**src/hw/rtl/pdp_pkg.sv**
```systemverilog
// Shared types and constants for the PDP-11 ALU with condition codes.
// No dependencies; every other file of the block imports it.
package pdp_pkg;

    localparam logic [4:0] K_MOV    = 5'd0;
    localparam logic [4:0] K_CMP    = 5'd1;
    localparam logic [4:0] K_BIT    = 5'd2;
    localparam logic [4:0] K_BIC    = 5'd3;
    localparam logic [4:0] K_BIS    = 5'd4;
    localparam logic [4:0] K_ADD    = 5'd5;
    localparam logic [4:0] K_SUB    = 5'd6;
    localparam logic [4:0] K_CLR    = 5'd7;
    localparam logic [4:0] K_COM    = 5'd8;
    localparam logic [4:0] K_INC    = 5'd9;
    localparam logic [4:0] K_DEC    = 5'd10;
    localparam logic [4:0] K_NEG    = 5'd11;
    localparam logic [4:0] K_ADC    = 5'd12;
    localparam logic [4:0] K_SBC    = 5'd13;
    localparam logic [4:0] K_TST    = 5'd14;
    localparam logic [4:0] K_ROR    = 5'd15;
    localparam logic [4:0] K_ROL    = 5'd16;
    localparam logic [4:0] K_ASR    = 5'd17;
    localparam logic [4:0] K_ASL    = 5'd18;
    localparam logic [4:0] K_SWAB   = 5'd19;
    localparam logic [4:0] K_SXT    = 5'd20;
    localparam logic [4:0] K_XOR    = 5'd21;
    localparam logic [4:0] K_MUL    = 5'd22;
    localparam logic [4:0] K_DIV    = 5'd23;
    localparam logic [4:0] K_ASH    = 5'd24;
    localparam logic [4:0] K_ASHC   = 5'd25;
    localparam logic [4:0] K_CCC    = 5'd26;
    localparam logic [4:0] K_BRANCH = 5'd27;

    localparam logic [3:0] BR_NEVER  = 4'd0;
    localparam logic [3:0] BR_ALWAYS = 4'd1;
    localparam logic [3:0] BR_NE     = 4'd2;
    localparam logic [3:0] BR_EQ     = 4'd3;
    localparam logic [3:0] BR_GE     = 4'd4;
    localparam logic [3:0] BR_LT     = 4'd5;
    localparam logic [3:0] BR_GT     = 4'd6;
    localparam logic [3:0] BR_LE     = 4'd7;
    localparam logic [3:0] BR_PL     = 4'd8;
    localparam logic [3:0] BR_MI     = 4'd9;
    localparam logic [3:0] BR_HI     = 4'd10;
    localparam logic [3:0] BR_LOS    = 4'd11;
    localparam logic [3:0] BR_VC     = 4'd12;
    localparam logic [3:0] BR_VS     = 4'd13;
    localparam logic [3:0] BR_CC     = 4'd14;
    localparam logic [3:0] BR_CS     = 4'd15;

    localparam int unsigned QUEUE_DEPTH = 2;

    typedef enum logic [1:0] {
        CL_ALU,
        CL_MUL,
        CL_DIV
    } op_class_t;

    typedef enum logic [1:0] {
        ST_IDLE,
        ST_MUL,
        ST_DIV
    } back_state_t;

    typedef struct packed {
        op_class_t   cls;
        logic        byteop;
        logic [4:0]  kind;
        logic [15:0] src;
        logic [15:0] dst;
        logic [15:0] lo;
        logic        odd;
        logic [4:0]  cm;
    } op_entry_t;

    typedef struct packed {
        logic done;
        logic div_zero;
        logic overflow;
    } div_status_t;

endpackage

```
**src/hw/rtl/pdp_front.sv**
```systemverilog
// Front end: takes input transactions and classifies them for the back end.
// Depends on pdp_pkg.
module pdp_front import pdp_pkg::*; (
    input  logic        s_valid,
    output logic        s_ready,
    input  logic [4:0]  s_kind,
    input  logic        s_byte_mode,
    input  logic [15:0] s_source_value,
    input  logic [15:0] s_dest_value,
    input  logic [15:0] s_pair_low_value,
    input  logic        s_pair_is_odd,
    input  logic [4:0]  s_cond_or_mask,
    output logic        push_valid,
    input  logic        push_ready,
    output op_entry_t   push_entry
);

    always_comb begin
        push_valid        = s_valid;
        s_ready           = push_ready;
        push_entry.kind   = s_kind;
        push_entry.src    = s_source_value;
        push_entry.dst    = s_dest_value;
        push_entry.lo     = s_pair_low_value;
        push_entry.odd    = s_pair_is_odd;
        push_entry.cm     = s_cond_or_mask;
        // byte variant only for the classic ops, never add or sub
        push_entry.byteop = s_byte_mode && (s_kind <= K_ASL) &&
                            (s_kind != K_ADD) && (s_kind != K_SUB);
        if (s_kind == K_MUL) begin
            push_entry.cls = CL_MUL;
        end else if (s_kind == K_DIV) begin
            push_entry.cls = CL_DIV;
        end else begin
            push_entry.cls = CL_ALU;
        end
    end

endmodule

```
**src/hw/rtl/pdp_queue.sv**
```systemverilog
// Two-entry queue of classified operations between front and back end.
// Depends on pdp_pkg.
module pdp_queue import pdp_pkg::*; (
    input  logic      aclk,
    input  logic      aresetn,
    input  logic      in_valid,
    output logic      in_ready,
    input  op_entry_t in_data,
    output logic      out_valid,
    input  logic      out_ready,
    output op_entry_t out_data
);

    op_entry_t  entry_reg [QUEUE_DEPTH];
    logic       wr_ptr_reg, wr_ptr_next;
    logic       rd_ptr_reg, rd_ptr_next;
    logic [1:0] count_reg, count_next;
    logic       push, pop;

    always_comb begin
        in_ready    = (count_reg != 2'(QUEUE_DEPTH));
        out_valid   = (count_reg != 2'd0);
        out_data    = entry_reg[rd_ptr_reg];
        push        = in_valid && in_ready;
        pop         = out_valid && out_ready;
        wr_ptr_next = push ? ~wr_ptr_reg : wr_ptr_reg;
        rd_ptr_next = pop ? ~rd_ptr_reg : rd_ptr_reg;
        count_next  = count_reg + {1'b0, push} - {1'b0, pop};
    end

    always_ff @(posedge aclk) begin
        if (!aresetn) begin
            wr_ptr_reg <= 1'b0;
            rd_ptr_reg <= 1'b0;
            count_reg  <= 2'd0;
        end else begin
            wr_ptr_reg <= wr_ptr_next;
            rd_ptr_reg <= rd_ptr_next;
            count_reg  <= count_next;
        end
    end

    always_ff @(posedge aclk) begin
        if (push) begin
            entry_reg[wr_ptr_reg] <= in_data;
        end
    end

endmodule

```
**src/hw/rtl/pdp_div.sv**
```systemverilog
// Radix-2 restoring divider, 32-bit signed dividend by 16-bit signed divisor.
// Depends on pdp_pkg. One quotient bit per cycle.
module pdp_div import pdp_pkg::*; (
    input  logic        aclk,
    input  logic        aresetn,
    input  logic        start,
    input  logic [31:0] dividend,
    input  logic [15:0] divisor,
    output div_status_t status,
    output logic [15:0] quotient,
    output logic [15:0] remainder
);

    logic        busy_reg, done_reg, dz_reg;
    logic [4:0]  cnt_reg;
    logic [31:0] quo_reg;
    logic [15:0] rem_reg, dvs_reg;
    logic        dvd_neg_reg, dvs_neg_reg;
    logic [16:0] rem_sh;
    logic [17:0] diff;
    logic        ge, q_neg;

    always_comb begin
        rem_sh           = {rem_reg, quo_reg[31]};
        diff             = {1'b0, rem_sh} - {2'b00, dvs_reg};
        ge               = !diff[17];
        q_neg            = dvd_neg_reg ^ dvs_neg_reg;
        status.done      = done_reg;
        status.div_zero  = dz_reg;
        status.overflow  = q_neg ? (quo_reg > 32'd32768) : (quo_reg > 32'd32767);
        quotient         = q_neg ? (16'd0 - quo_reg[15:0]) : quo_reg[15:0];
        remainder        = dvd_neg_reg ? (16'd0 - rem_reg) : rem_reg;
    end

    always_ff @(posedge aclk) begin
        if (!aresetn) begin
            busy_reg <= 1'b0;
            done_reg <= 1'b0;
            cnt_reg  <= 5'd0;
        end else if (start) begin
            busy_reg <= (divisor != 16'd0);
            done_reg <= (divisor == 16'd0);
            cnt_reg  <= 5'd0;
        end else if (busy_reg) begin
            cnt_reg <= cnt_reg + 5'd1;
            if (cnt_reg == 5'd31) begin
                busy_reg <= 1'b0;
                done_reg <= 1'b1;
            end
        end
    end

    always_ff @(posedge aclk) begin
        if (start) begin
            dz_reg      <= (divisor == 16'd0);
            dvd_neg_reg <= dividend[31];
            dvs_neg_reg <= divisor[15];
            quo_reg     <= dividend[31] ? (32'd0 - dividend) : dividend;
            dvs_reg     <= divisor[15] ? (16'd0 - divisor) : divisor;
            rem_reg     <= 16'd0;
        end else if (busy_reg) begin
            rem_reg <= ge ? diff[15:0] : rem_sh[15:0];
            quo_reg <= {quo_reg[30:0], ge};
        end
    end

endmodule

```
**src/hw/rtl/pdp_back.sv**
```systemverilog
// Back end: executes queued operations, keeps N Z V C, drives the result port.
// Depends on pdp_pkg and pdp_div.
module pdp_back import pdp_pkg::*; (
    input  logic        aclk,
    input  logic        aresetn,
    input  logic        q_valid,
    output logic        q_ready,
    input  op_entry_t   q_data,
    output logic        m_valid,
    input  logic        m_ready,
    output logic [15:0] m_result_word,
    output logic [15:0] m_result_low_word,
    output logic        m_write_result,
    output logic        m_write_pair_low,
    output logic        m_branch_taken,
    output logic [3:0]  m_flags_out
);

    function automatic logic [3:0] mkf(input logic [15:0] r, input logic [15:0] m,
                                       input logic [15:0] s, input logic v,
                                       input logic c);
        return {|(r & s), (r & m) == 16'd0, v, c};
    endfunction

    // returns {N,Z,V,C, result[31:0]}
    function automatic logic [35:0] shift_op(input logic [31:0] val, input logic is16,
                                             input logic [5:0] cnt, input logic cold);
        logic [63:0]        m, u, top, fm, res;
        logic signed [63:0] s;
        logic [5:0]         n;
        logic               c, ov;
        logic [31:0]        sb;
        m   = is16 ? 64'h0000_0000_0000_FFFF : 64'h0000_0000_FFFF_FFFF;
        sb  = is16 ? 32'h0000_8000 : 32'h8000_0000;
        ov  = 1'b0;
        c   = cold;
        res = {32'd0, val} & m;
        if (cnt == 6'd0) begin
            ov = 1'b0;
        end else if (!cnt[5]) begin
            n   = cnt;
            u   = ({32'd0, val} & m) << n;
            top = is16 ? (u >> 15) : (u >> 31);
            fm  = (64'd1 << (n + 6'd1)) - 64'd1;
            res = u & m;
            c   = is16 ? u[16] : u[32];
            ov  = (top != 64'd0) && (top != fm);
        end else begin
            n   = 6'd0 - cnt;
            s   = is16 ? signed'({{48{val[15]}}, val[15:0]}) : signed'({{32{val[31]}}, val});
            c   = s[n - 6'd1];
            res = 64'(s >>> n) & m;
        end
        return {|(res[31:0] & sb), res == 64'd0, ov, c, res[31:0]};
    endfunction

    function automatic logic cond_true(input logic [3:0] sel, input logic [3:0] f);
        logic n, z, v, c;
        n = f[3];
        z = f[2];
        v = f[1];
        c = f[0];
        unique case (sel)
            BR_NEVER:  return 1'b0;
            BR_ALWAYS: return 1'b1;
            BR_NE:     return !z;
            BR_EQ:     return z;
            BR_GE:     return !(n ^ v);
            BR_LT:     return n ^ v;
            BR_GT:     return !(z || (n ^ v));
            BR_LE:     return z || (n ^ v);
            BR_PL:     return !n;
            BR_MI:     return n;
            BR_HI:     return !(c || z);
            BR_LOS:    return c || z;
            BR_VC:     return !v;
            BR_VS:     return v;
            BR_CC:     return !c;
            BR_CS:     return c;
            default:   return 1'b0;
        endcase
    endfunction

    back_state_t state_reg, state_next;
    logic [3:0]  flags_reg, flags_next;
    logic        m_valid_reg, m_valid_next;
    logic [15:0] word_reg, word_next, low_reg, low_next;
    logic        wr_reg, wr_next, wl_reg, wl_next, br_reg, br_next;
    logic [31:0] prod_reg, prod_next;
    logic        odd_reg, odd_next;
    logic        out_free, load;
    logic        div_start;
    div_status_t div_st;
    logic [15:0] div_q, div_r;

    // combinational datapath results
    logic [15:0] mm, ss, a, b, r, rlo, rfin;
    logic [16:0] sum;
    logic [3:0]  nf;
    logic [35:0] sh;
    logic        t, wr, wl, br, c_in;

    pdp_div u_div (
        .aclk      (aclk),
        .aresetn   (aresetn),
        .start     (div_start),
        .dividend  ({q_data.dst, q_data.lo}),
        .divisor   (q_data.src),
        .status    (div_st),
        .quotient  (div_q),
        .remainder (div_r)
    );

    always_comb begin
        c_in = flags_reg[0];
        mm   = q_data.byteop ? 16'h00FF : 16'hFFFF;
        ss   = q_data.byteop ? 16'h0080 : 16'h8000;
        a    = q_data.src & mm;
        b    = q_data.dst & mm;
        r    = 16'd0;
        rlo  = 16'd0;
        nf   = flags_reg;
        wr   = 1'b0;
        wl   = 1'b0;
        br   = 1'b0;
        sum  = 17'd0;
        t    = 1'b0;
        sh   = 36'd0;
        unique case (q_data.kind)
            K_MOV: begin
                r = a; nf = mkf(r, mm, ss, 1'b0, c_in); wr = 1'b1;
            end
            K_CMP: begin
                r  = (a - b) & mm;
                nf = mkf(r, mm, ss, |((a ^ b) & (a ^ r) & ss), a < b);
            end
            K_BIT: begin
                r = a & b; nf = mkf(r, mm, ss, 1'b0, c_in);
            end
            K_BIC: begin
                r = ~a & b & mm; nf = mkf(r, mm, ss, 1'b0, c_in); wr = 1'b1;
            end
            K_BIS: begin
                r = a | b; nf = mkf(r, mm, ss, 1'b0, c_in); wr = 1'b1;
            end
            K_ADD: begin
                sum = {1'b0, a} + {1'b0, b};
                r   = sum[15:0] & mm;
                nf  = mkf(r, mm, ss, |(~(a ^ b) & (a ^ r) & ss), sum > {1'b0, mm});
                wr  = 1'b1;
            end
            K_SUB: begin
                r  = (b - a) & mm;
                nf = mkf(r, mm, ss, |((a ^ b) & (b ^ r) & ss), b < a);
                wr = 1'b1;
            end
            K_CLR: begin
                r = 16'd0; nf = 4'b0100; wr = 1'b1;
            end
            K_COM: begin
                r = ~b & mm; nf = mkf(r, mm, ss, 1'b0, 1'b1); wr = 1'b1;
            end
            K_INC: begin
                r = (b + 16'd1) & mm; nf = mkf(r, mm, ss, r == ss, c_in); wr = 1'b1;
            end
            K_DEC: begin
                r = (b - 16'd1) & mm; nf = mkf(r, mm, ss, b == ss, c_in); wr = 1'b1;
            end
            K_NEG: begin
                r  = (16'd0 - b) & mm;
                nf = mkf(r, mm, ss, r == ss, r != 16'd0);
                wr = 1'b1;
            end
            K_ADC: begin
                r  = (b + {15'd0, c_in}) & mm;
                nf = mkf(r, mm, ss, c_in && (b == ss - 16'd1), c_in && (b == mm));
                wr = 1'b1;
            end
            K_SBC: begin
                r  = (b - {15'd0, c_in}) & mm;
                nf = mkf(r, mm, ss, c_in && (b == ss), c_in && (b == 16'd0));
                wr = 1'b1;
            end
            K_TST: begin
                r = b; nf = mkf(r, mm, ss, 1'b0, 1'b0);
            end
            K_ROR, K_ROL, K_ASR, K_ASL: begin
                priority case (q_data.kind)
                    K_ROR: begin
                        r = (b >> 1) | (c_in ? ss : 16'd0); t = b[0];
                    end
                    K_ROL: begin
                        r = ((b << 1) | {15'd0, c_in}) & mm; t = |(b & ss);
                    end
                    K_ASR: begin
                        r = (b >> 1) | (b & ss); t = b[0];
                    end
                    default: begin
                        r = (b << 1) & mm; t = |(b & ss);
                    end
                endcase
                nf = mkf(r, mm, ss, (|(r & ss)) ^ t, t);
                wr = 1'b1;
            end
            K_SWAB: begin
                r  = {q_data.dst[7:0], q_data.dst[15:8]};
                nf = mkf(r, 16'h00FF, 16'h0080, 1'b0, 1'b0);
                wr = 1'b1;
            end
            K_SXT: begin
                r  = flags_reg[3] ? 16'hFFFF : 16'h0000;
                nf = {flags_reg[3], !flags_reg[3], 1'b0, c_in};
                wr = 1'b1;
            end
            K_XOR: begin
                r  = q_data.src ^ q_data.dst;
                nf = mkf(r, 16'hFFFF, 16'h8000, 1'b0, c_in);
                wr = 1'b1;
            end
            K_ASH: begin
                sh = shift_op({16'd0, q_data.dst}, 1'b1, q_data.src[5:0], c_in);
                r  = sh[15:0]; nf = sh[35:32]; wr = 1'b1;
            end
            K_ASHC: begin
                sh  = shift_op({q_data.dst, q_data.lo}, 1'b0, q_data.src[5:0], c_in);
                r   = sh[31:16]; rlo = sh[15:0]; nf = sh[35:32];
                wr  = 1'b1; wl = 1'b1;
            end
            K_CCC: begin
                nf = q_data.cm[4] ? (flags_reg | q_data.cm[3:0])
                                  : (flags_reg & ~q_data.cm[3:0]);
            end
            K_BRANCH: begin
                br = cond_true(q_data.cm[3:0], flags_reg);
            end
            default: begin
                nf = flags_reg;
            end
        endcase
        // merge byte results into the low byte of the destination; MOVB sign-extends instead
        rfin = r;
        if (q_data.byteop && wr) begin
            if (q_data.kind == K_MOV) begin
                rfin = {{8{r[7]}}, r[7:0]};
            end else begin
                rfin = {q_data.dst[15:8], r[7:0]};
            end
        end
    end

    always_comb begin
        out_free     = !m_valid_reg || m_ready;
        state_next   = state_reg;
        flags_next   = flags_reg;
        m_valid_next = m_valid_reg && !m_ready;
        word_next    = word_reg;
        low_next     = low_reg;
        wr_next      = wr_reg;
        wl_next      = wl_reg;
        br_next      = br_reg;
        prod_next    = prod_reg;
        odd_next     = odd_reg;
        q_ready      = 1'b0;
        div_start    = 1'b0;
        load         = 1'b0;
        unique case (state_reg)
            ST_IDLE: begin
                if (q_valid) begin
                    unique case (q_data.cls)
                        CL_ALU: begin
                            if (out_free) begin
                                q_ready    = 1'b1;
                                load       = 1'b1;
                                flags_next = nf;
                                word_next  = wr ? rfin : 16'd0;
                                low_next   = wl ? rlo : 16'd0;
                                wr_next    = wr;
                                wl_next    = wl;
                                br_next    = br;
                            end
                        end
                        CL_MUL: begin
                            q_ready    = 1'b1;
                            prod_next  = 32'($signed(q_data.dst) * $signed(q_data.src));
                            odd_next   = q_data.odd;
                            state_next = ST_MUL;
                        end
                        CL_DIV: begin
                            q_ready    = 1'b1;
                            div_start  = 1'b1;
                            state_next = ST_DIV;
                        end
                        default: begin
                            q_ready = 1'b0;
                        end
                    endcase
                end
            end
            ST_MUL: begin
                if (out_free) begin
                    load       = 1'b1;
                    state_next = ST_IDLE;
                    br_next    = 1'b0;
                    flags_next = {prod_reg[31], prod_reg == 32'd0, 1'b0,
                                  !((&prod_reg[31:15]) || !(|prod_reg[31:15]))};
                    wr_next    = 1'b1;
                    if (odd_reg) begin
                        word_next = prod_reg[15:0];
                        low_next  = 16'd0;
                        wl_next   = 1'b0;
                    end else begin
                        word_next = prod_reg[31:16];
                        low_next  = prod_reg[15:0];
                        wl_next   = 1'b1;
                    end
                end
            end
            ST_DIV: begin
                if (div_st.done && out_free) begin
                    load       = 1'b1;
                    state_next = ST_IDLE;
                    br_next    = 1'b0;
                    if (div_st.div_zero) begin
                        flags_next = 4'b0011;
                        word_next  = 16'd0;
                        low_next   = 16'd0;
                        wr_next    = 1'b0;
                        wl_next    = 1'b0;
                    end else if (div_st.overflow) begin
                        flags_next = 4'b0010;
                        word_next  = 16'd0;
                        low_next   = 16'd0;
                        wr_next    = 1'b0;
                        wl_next    = 1'b0;
                    end else begin
                        flags_next = {div_q[15], div_q == 16'd0, 2'b00};
                        word_next  = div_q;
                        low_next   = div_r;
                        wr_next    = 1'b1;
                        wl_next    = 1'b1;
                    end
                end
            end
            default: begin
                state_next = ST_IDLE;
            end
        endcase
        if (load) begin
            m_valid_next = 1'b1;
        end
    end

    always_ff @(posedge aclk) begin
        if (!aresetn) begin
            state_reg   <= ST_IDLE;
            flags_reg   <= 4'd0;
            m_valid_reg <= 1'b0;
        end else begin
            state_reg   <= state_next;
            flags_reg   <= flags_next;
            m_valid_reg <= m_valid_next;
        end
    end

    always_ff @(posedge aclk) begin
        word_reg <= word_next;
        low_reg  <= low_next;
        wr_reg   <= wr_next;
        wl_reg   <= wl_next;
        br_reg   <= br_next;
        prod_reg <= prod_next;
        odd_reg  <= odd_next;
    end

    assign m_valid           = m_valid_reg;
    assign m_result_word     = word_reg;
    assign m_result_low_word = low_reg;
    assign m_write_result    = wr_reg;
    assign m_write_pair_low  = wl_reg;
    assign m_branch_taken    = br_reg;
    assign m_flags_out       = flags_reg;

    a_pop_only_idle: assert property (@(posedge aclk) disable iff (!aresetn)
        q_ready |-> state_reg == ST_IDLE)
        else $error("queue popped while a long operation is in flight");

    a_flags_hold_idle: assert property (@(posedge aclk) disable iff (!aresetn)
        (state_reg == ST_IDLE && !q_valid) |=> $stable(flags_reg))
        else $error("flags changed with no operation executed");

    a_pair_implies_word: assert property (@(posedge aclk) disable iff (!aresetn)
        (m_valid && m_write_pair_low) |-> m_write_result)
        else $error("pair low write without result write");

endmodule

```
**src/hw/rtl/pdp11_alu_condition_codes.sv**
```systemverilog
// Top level of the PDP-11 ALU with N Z V C condition codes.
// Depends on pdp_pkg, pdp_front, pdp_queue, pdp_back (which holds pdp_div).
//
//  channel | dir | handshake          | payload
//  --------+-----+--------------------+-------------------------------------------
//  s_      | in  | s_valid / s_ready  | kind, byte_mode, operands, pair, cond/mask
//  m_      | out | m_valid / m_ready  | result words, write enables, branch, flags
//
// Order of work: ALU, shift, ccc and branch ops load the output register directly; mul loads
// the product register, then the output and flags; div starts the divider, runs its steps,
// then loads, or skips the steps on a zero divisor. A two-entry queue lets the front keep accepting.
// Reset: aresetn, synchronous, active low; clears flags to zero and empties the queue.
// Stalls: a held m_ valid transaction stalls the back end; the queue fills, then s_ready drops.
module pdp11_alu_condition_codes import pdp_pkg::*; (
    input  logic        aclk,
    input  logic        aresetn,
    input  logic        s_valid,
    output logic        s_ready,
    input  logic [4:0]  s_kind,
    input  logic        s_byte_mode,
    input  logic [15:0] s_source_value,
    input  logic [15:0] s_dest_value,
    input  logic [15:0] s_pair_low_value,
    input  logic        s_pair_is_odd,
    input  logic [4:0]  s_cond_or_mask,
    output logic        m_valid,
    input  logic        m_ready,
    output logic [15:0] m_result_word,
    output logic [15:0] m_result_low_word,
    output logic        m_write_result,
    output logic        m_write_pair_low,
    output logic        m_branch_taken,
    output logic [3:0]  m_flags_out
);

    // classified transaction from front into the queue
    logic      push_valid, push_ready;
    op_entry_t push_entry;
    // head of the queue toward the back end
    logic      head_valid, head_ready;
    op_entry_t head_entry;

    pdp_front u_front (
        .s_valid          (s_valid),
        .s_ready          (s_ready),
        .s_kind           (s_kind),
        .s_byte_mode      (s_byte_mode),
        .s_source_value   (s_source_value),
        .s_dest_value     (s_dest_value),
        .s_pair_low_value (s_pair_low_value),
        .s_pair_is_odd    (s_pair_is_odd),
        .s_cond_or_mask   (s_cond_or_mask),
        .push_valid       (push_valid),
        .push_ready       (push_ready),
        .push_entry       (push_entry)
    );

    // decouple: hold up to two transactions while the back end is busy
    pdp_queue u_queue (
        .aclk      (aclk),
        .aresetn   (aresetn),
        .in_valid  (push_valid),
        .in_ready  (push_ready),
        .in_data   (push_entry),
        .out_valid (head_valid),
        .out_ready (head_ready),
        .out_data  (head_entry)
    );

    // execute in order; flags live here so every op sees its predecessor's flags
    pdp_back u_back (
        .aclk              (aclk),
        .aresetn           (aresetn),
        .q_valid           (head_valid),
        .q_ready           (head_ready),
        .q_data            (head_entry),
        .m_valid           (m_valid),
        .m_ready           (m_ready),
        .m_result_word     (m_result_word),
        .m_result_low_word (m_result_low_word),
        .m_write_result    (m_write_result),
        .m_write_pair_low  (m_write_pair_low),
        .m_branch_taken    (m_branch_taken),
        .m_flags_out       (m_flags_out)
    );

endmodule
```
**config.mk**
```make
export PLATFORM = sky130hd
export DESIGN_NAME = pdp11_alu_condition_codes
export DESIGN_NICKNAME = d
export VERILOG_FILES = /design/src/hw/rtl/pdp_pkg.sv /design/src/hw/rtl/pdp_front.sv /design/src/hw/rtl/pdp_queue.sv /design/src/hw/rtl/pdp_div.sv /design/src/hw/rtl/pdp_back.sv /design/src/hw/rtl/pdp11_alu_condition_codes.sv
export SDC_FILE = /design/constraint.sdc
export NUM_CORES = 2
export LEC_CHECK = 0
export ABC_AREA = 1
export BUFFER_PORTS_ARGS = -buffer_cell sky130_fd_sc_hd__buf_2
export CORE_ASPECT_RATIO = 1.75
export CORE_UTILIZATION = 35
export CTS_BUF_LIST = sky130_fd_sc_hd__clkbuf_16
export DETAILED_ROUTE_END_ITERATION = 8
export REMOVE_ABC_BUFFERS = 1
export SETUP_SLACK_MARGIN = 0.02
export SLEW_MARGIN = 20
export SYNTH_ARGS = -nofsm -noshare
export SYNTH_HDL_FRONTEND = slang
export SYNTH_SLANG_ARGS = --single-unit
```
**constraint.sdc**
```tcl
create_clock -name aclk -period 9.3 [get_ports aclk]
set_input_delay 1.86 -clock aclk [delete_from_list [all_inputs] [get_ports aclk]]
set_output_delay 1.86 -clock aclk [all_outputs]
set_load 0.05 [all_outputs]
```
# Word-level counts from Yosys, hierarchy flattened
# Memories as Yosys holds them, arrays and structs flattened. A register that Yosys moved wholly into a read port is not among the register bits.
# Cells that the tools add are included.
# word_totals
ramBits,124
wordCells,428
memories,1
register_bits,153
in_bits,64
# op_classes
n_reduce_logical,98
n_mux,121
shift,5
add_sub_neg,21
order_cmp,7
eq_ne,76
multipliers,1
bitwise_logic,73
# memory_table
name,depth,width,read_ports,rd_clocked_by_memory_dff,write_ports,line,rtl
u_queue.entry_reg,2,62,1,1,1,pdp_queue.sv:14,op_entry_t entry_reg [QUEUE_DEPTH];
# ops
operator,n
bitwise AND 16 bit,52
two-way mux 16 bit,31
logical NOT 16 bit,20
one-hot mux 16 bit (20 select lines),1
OR reduction 16 bit,18
two-way mux 32 bit,5
one-hot mux 16 bit (3 select lines),3
logical NOT 64 bit,2
two-way mux 64 bit,2
nonzero test 64 bit,2
one-hot mux 4 bit (22 select lines),1
equality test 16 bit,5
XOR 16 bit,5
equality test 5 bit (second input constant),13
!= test 33 x 64 -> 1 bit,1
!= test 49 x 64 -> 1 bit,1
<< shifter 1 x 6 -> 64 bit (first input constant),1
<< shifter 16 x 6 -> 64 bit,1
<< shifter 32 x 6 -> 64 bit,1
subtractor 1 x 16 -> 16 bit (first input constant),4
subtractor 64 x 1 -> 64 bit (second input constant),1
two-way mux 1 bit,53
NOT 16 bit,3
equality test 5 x 4 -> 1 bit (second input constant),8
79 further kinds,168

# Longest topological paths before layout
# depth
ltp_word,14
ltp_mapped,37
mapped_depth_nobuf,31

# Modules after synthesis
# From an unflattened synthesis, not the netlist that was laid out.
# unflattened
hier_cells,6385
hier_area_um2,43092.6
# by_module_without_submodules
module,n_inst,seq_area_each_um2,cells_each,area_each_um2
pdp_back,1,2182.1,5174,31437.7
pdp_div,1,1991.9,905,6109.6
pdp_queue,1,3823.7,229,5018.6
pdp_front,1,0.0,77,526.8

# Worst setup path before layout
# Ideal clock, no wire load.
# synth_path
path_type,reg2reg
startpoint,register with a tool-made name
endpoint,"register u_back.prod_reg[28], data pin"
arrival_time_ps,7383
path_stages_with_launch,32
path_slack_ps,1652
required_time_ps,9035
cell_sequence,dfxtp_1 > buf_6 > nand2_1 > o21ai_2 > inv_1 > clkbuf_1 > clkbuf_1 > clkbuf_1 > clkbuf_1 > buf_1 > ha_1 > inv_1 > fa_1 > fa_1 > inv_1 > fa_1 > fa_1 > fa_1 > inv_1 > fa_1 > inv_1 > ha_1 > a21oi_1 > o21ai_0 > o21bai_1 > a21oi_1 > o21ai_0 > a31oi_1 > o21ai_0 > a31oi_1 > o21ai_0 > xor2_1
# synth_lines
element,line,rtl
"end signal, assigned",pdp_back.sv:371,prod_reg <= prod_next;
"end, declared",pdp_back.sv:89,"logic [31:0] prod_reg, prod_next;"

==> results.py <==
metrics = {
    "die": {
        "ioPinCount": 105,
        "core_area_mm2": 0.117,
        "die_area_mm2": 0.120,
        "initial_core_util_pct": 35.4,
        "die_x_um": 262,
        "dieHeight_um": 458,
        "rows": 166,
    },
    "setup_path": {
        "worst_r2r_endpoint": "u_back.prod_reg[28]",
        "crit_path_top_delay_cell": "dfxtp_4",
        "r2r_cells": 29,
        "cp_max_fo": 47,
        "cp-start-kind": "flop",
        "end_kind": "flop",
        "reg2reg_slack_ns": 1.26,
        "cp_common_cell": "inv_1",
        "crit_type": "reg -> reg",
        "crit_required_ns": 9.70,
        "arrival_ns": 8.44,
        "critPathMaxStageDelay_ns": 0.69,
    },
    "synth": {
        "yosysTopAreaCellShare_pct": 17.6,
        "yosysTopAreaCell": "edfxtp_1",
        "synth_cell_type_count": 78,
        "synth_compound_area_share_pct": 12.7,
        "synth_xor_area_share_pct": 3.93,
        "synthAdderAreaFrac_pct": 19.7,
        "synth_top_family_by_area": "simple AND/OR/NAND/NOR gates",
        "synth_area_leaders": "edfxtp_1, nand2_1, fa_1",
        "synthArstFlopShare_pct": 0,
        "syn-cell-area_mm2": 0.0415,
        "synthFlopType": "edfxtp_1",
        "ys_seq_elements": 278,
        "syn_inst": 6201,
        "ys_warn_count": 0,
        "yosys.area_share.simple_pct": 34.3,
        "syn_area_per_cell_um2": 6.69,
        "yosys-mux-area-fraction_pct": 0.0724,
        "synth-edff-count": 243,
        "yosysSeqAreaShare_pct": 19.3,
    },
    "timing": {
        "grt_setup_unrepaired": "false",
        "fmax_mhz": 124,
        "setup_viol": 0,
        "max_slew_margin_pct": 9.44,
        "final_max_slew_viol_count": 0,
        "period_minus_slack_ns": 8.04,
        "skew_ns": 0.0213,
        "hold_viol_final": 0,
        "worst_pin_slew_ns": 1.35,
        "min_period_over_period_pct": 86.5,
    },
    "global_routing": {
        "grt_pass1_wl_um": 344000,
        "grt_start_max_net_pins": 71,
        "antenna_found_initial": 21,
        "grt_usage_pct": 40.7,
        "grt_overflow": 0,
        "grt_pass1_vias": 45790,
    },
    "layout": {
        "fin_util_pct": 38.2,
        "area_growth_pct": 8.12,
        "final_layout_size_suffix_gt1_share_pct": 7.91,
        "fin_nets": 6763,
        "ff_latch_area_mm2": 0.00800,
        "largest_reg_flops": 124,
        "multiInputGateArea_mm2": 0.0295,
        "fill_cells": 12751,
    },
    "drt": {
        "first_pass_iters": 9,
        "vias": 46512,
        "routed_wl_um": 250000,
        "postRouteAntennaNets": 0,
        "vias_per_cell": 5.99,
        "drc": 0,
        "detail_route.wl_per_cell_um": 32.2,
        "drt_iter0_drc": 5395,
    },
    "cts": {
        "clock_latency_ns": 0.66,
        "clk_pin_slew_ns": 0.07,
        "cts_buffers": 31,
        "cts_setup_buffers": 0,
        "clock-root-buffer": "clkbuf_16",
        "clock-sinks": 278,
        "hold_buffers": 0,
        "cts_resized": 0,
        "htreeDepth": 1,
        "clockBufferDepth": 3,
        "cts_tree": "yes",
    },
    "place": {
        "portBuffers": 104,
        "place_hpwl_um": 197000,
        "gp_congestion": 1.13,
    },
    "hold_path": {
        "min_to": "u_back.u_div.cnt_reg[4]",
        "min-delay-start": "u_back.u_div.cnt_reg[4]",
        "hold_path.class": "reg -> reg",
        "min_path_cells": 2,
    },
    "run_status": {
        "status": "completed",
    },
    "flow_run": {
        "cap_viol_max_count": 0,
    },
}
synthesized netlist by cell type (39+ instances only):
cell,n
nand3_1,531
inv_1,730
buf_1,46
o21ai_0,360
a21oi_1,199
fa_1,266
ha_1,227
xor2_1,147
clkbuf_1,144
buf_2,39
nand2_1,1686
o22ai_1,43
nor4_1,45
nor2_1,703
o21ai_1,49
nor3_1,81
edfxtp_1,243
o211ai_1,58
nand4_1,90
logic make-up after synthesis:
kind of cell	after synthesis
and+or+nand+nor	3311
xor gates and xnor gates	181
AOI/OAI and AO/OA	892
adders and majority gates	493
muxes	3
buffers and inverters	1043
DFF	278
how the worst max path moves through the flow:
stage | end | slack [ns] | startpoint | cells after the start
after detailed placement | u_back.prod_reg[28] | 1.29 | flop | 26
after global placement | u_back.prod_reg[28] | 1.29 | flop | 27
final | u_back.prod_reg[28] | 1.26 | flop | 29
after floorplan | u_back.prod_reg[28] | -0.62 | flop | 24
after global routing | u_back.prod_reg[28] | 0.83 | flop | 26
after CTS | u_back.prod_reg[28] | 1.30 | flop | 26
placed cells by master, fill, tap and decap left out, types with 34 or more instances in the layout:
cell type / count
buf_2: 104
nand3_1: 531
dfxtp_1: 34
nand2_2: 36
nand2_1: 1685
xor2_1: 147
nand4_1: 90
nor2_1: 691
o21ai_1: 52
buf_4: 132
edfxtp_1: 243
o211ai_1: 58
fa_1: 266
o21ai_0: 355
inv_1: 731
nor3_1: 79
o22ai_1: 43
ha_1: 227
inv_2: 36
nor4_1: 40
nor2_2: 42
a21oi_1: 199
per-stage QoR:
step / std cells / setup WS, ns / area, µm² / hold slack (ns) / TNS [ns]
2_1_floorplan: 5936 / -0.616 / 40200 / 0.443 / -3.48
3_3_place_gp: 7682 / 1.29 / 43700 / 0.455 / 0
3_5_place_dp: 7682 / 1.29 / 43700 / 0.465 / 0
4_1_cts: 7739 / 1.30 / 44700 / 0.475 / 0
5_1_grt: 7750 / 0.826 / 44900 / 0.500 / 0
6_report: 7759 / 1.26 / 44900 / 0.471 / 0
area by class of cell:
class                      instances  area share [%]
inverter                         778            6.52
multi-input combinational       4880            65.7
clock buffer                      31            1.73
timing repair buffer             237            3.39
tap                             1512            4.22
clock inverter                    26           0.521
sequential                       278            17.8
antenna                           17          0.0948
routing by layer:
layer	global-route usage, %	share of wire [%]
met5	0	0.027
met4	44.9	13
met3	9.75	8.3
met2	67.4	46
met1	40.1	32
worst max-delay path, delay by kind of cell, from the launching register on:
kind | cells | cell delay, ns
adder cells (fa/ha/maj) | 8 | 3.31
AO/OA/AOI/OAI | 8 | 1.87
buffers and inverters | 10 | 1.38
flip-flops | 1 | 0.69
AND/OR/NAND/NOR | 2 | 0.33
XOR/XNOR | 1 | 0.10
Power is left out: the tool's default activity adds up to more than one toggle a clock period on the data nets, which glitch-free logic cannot reach.
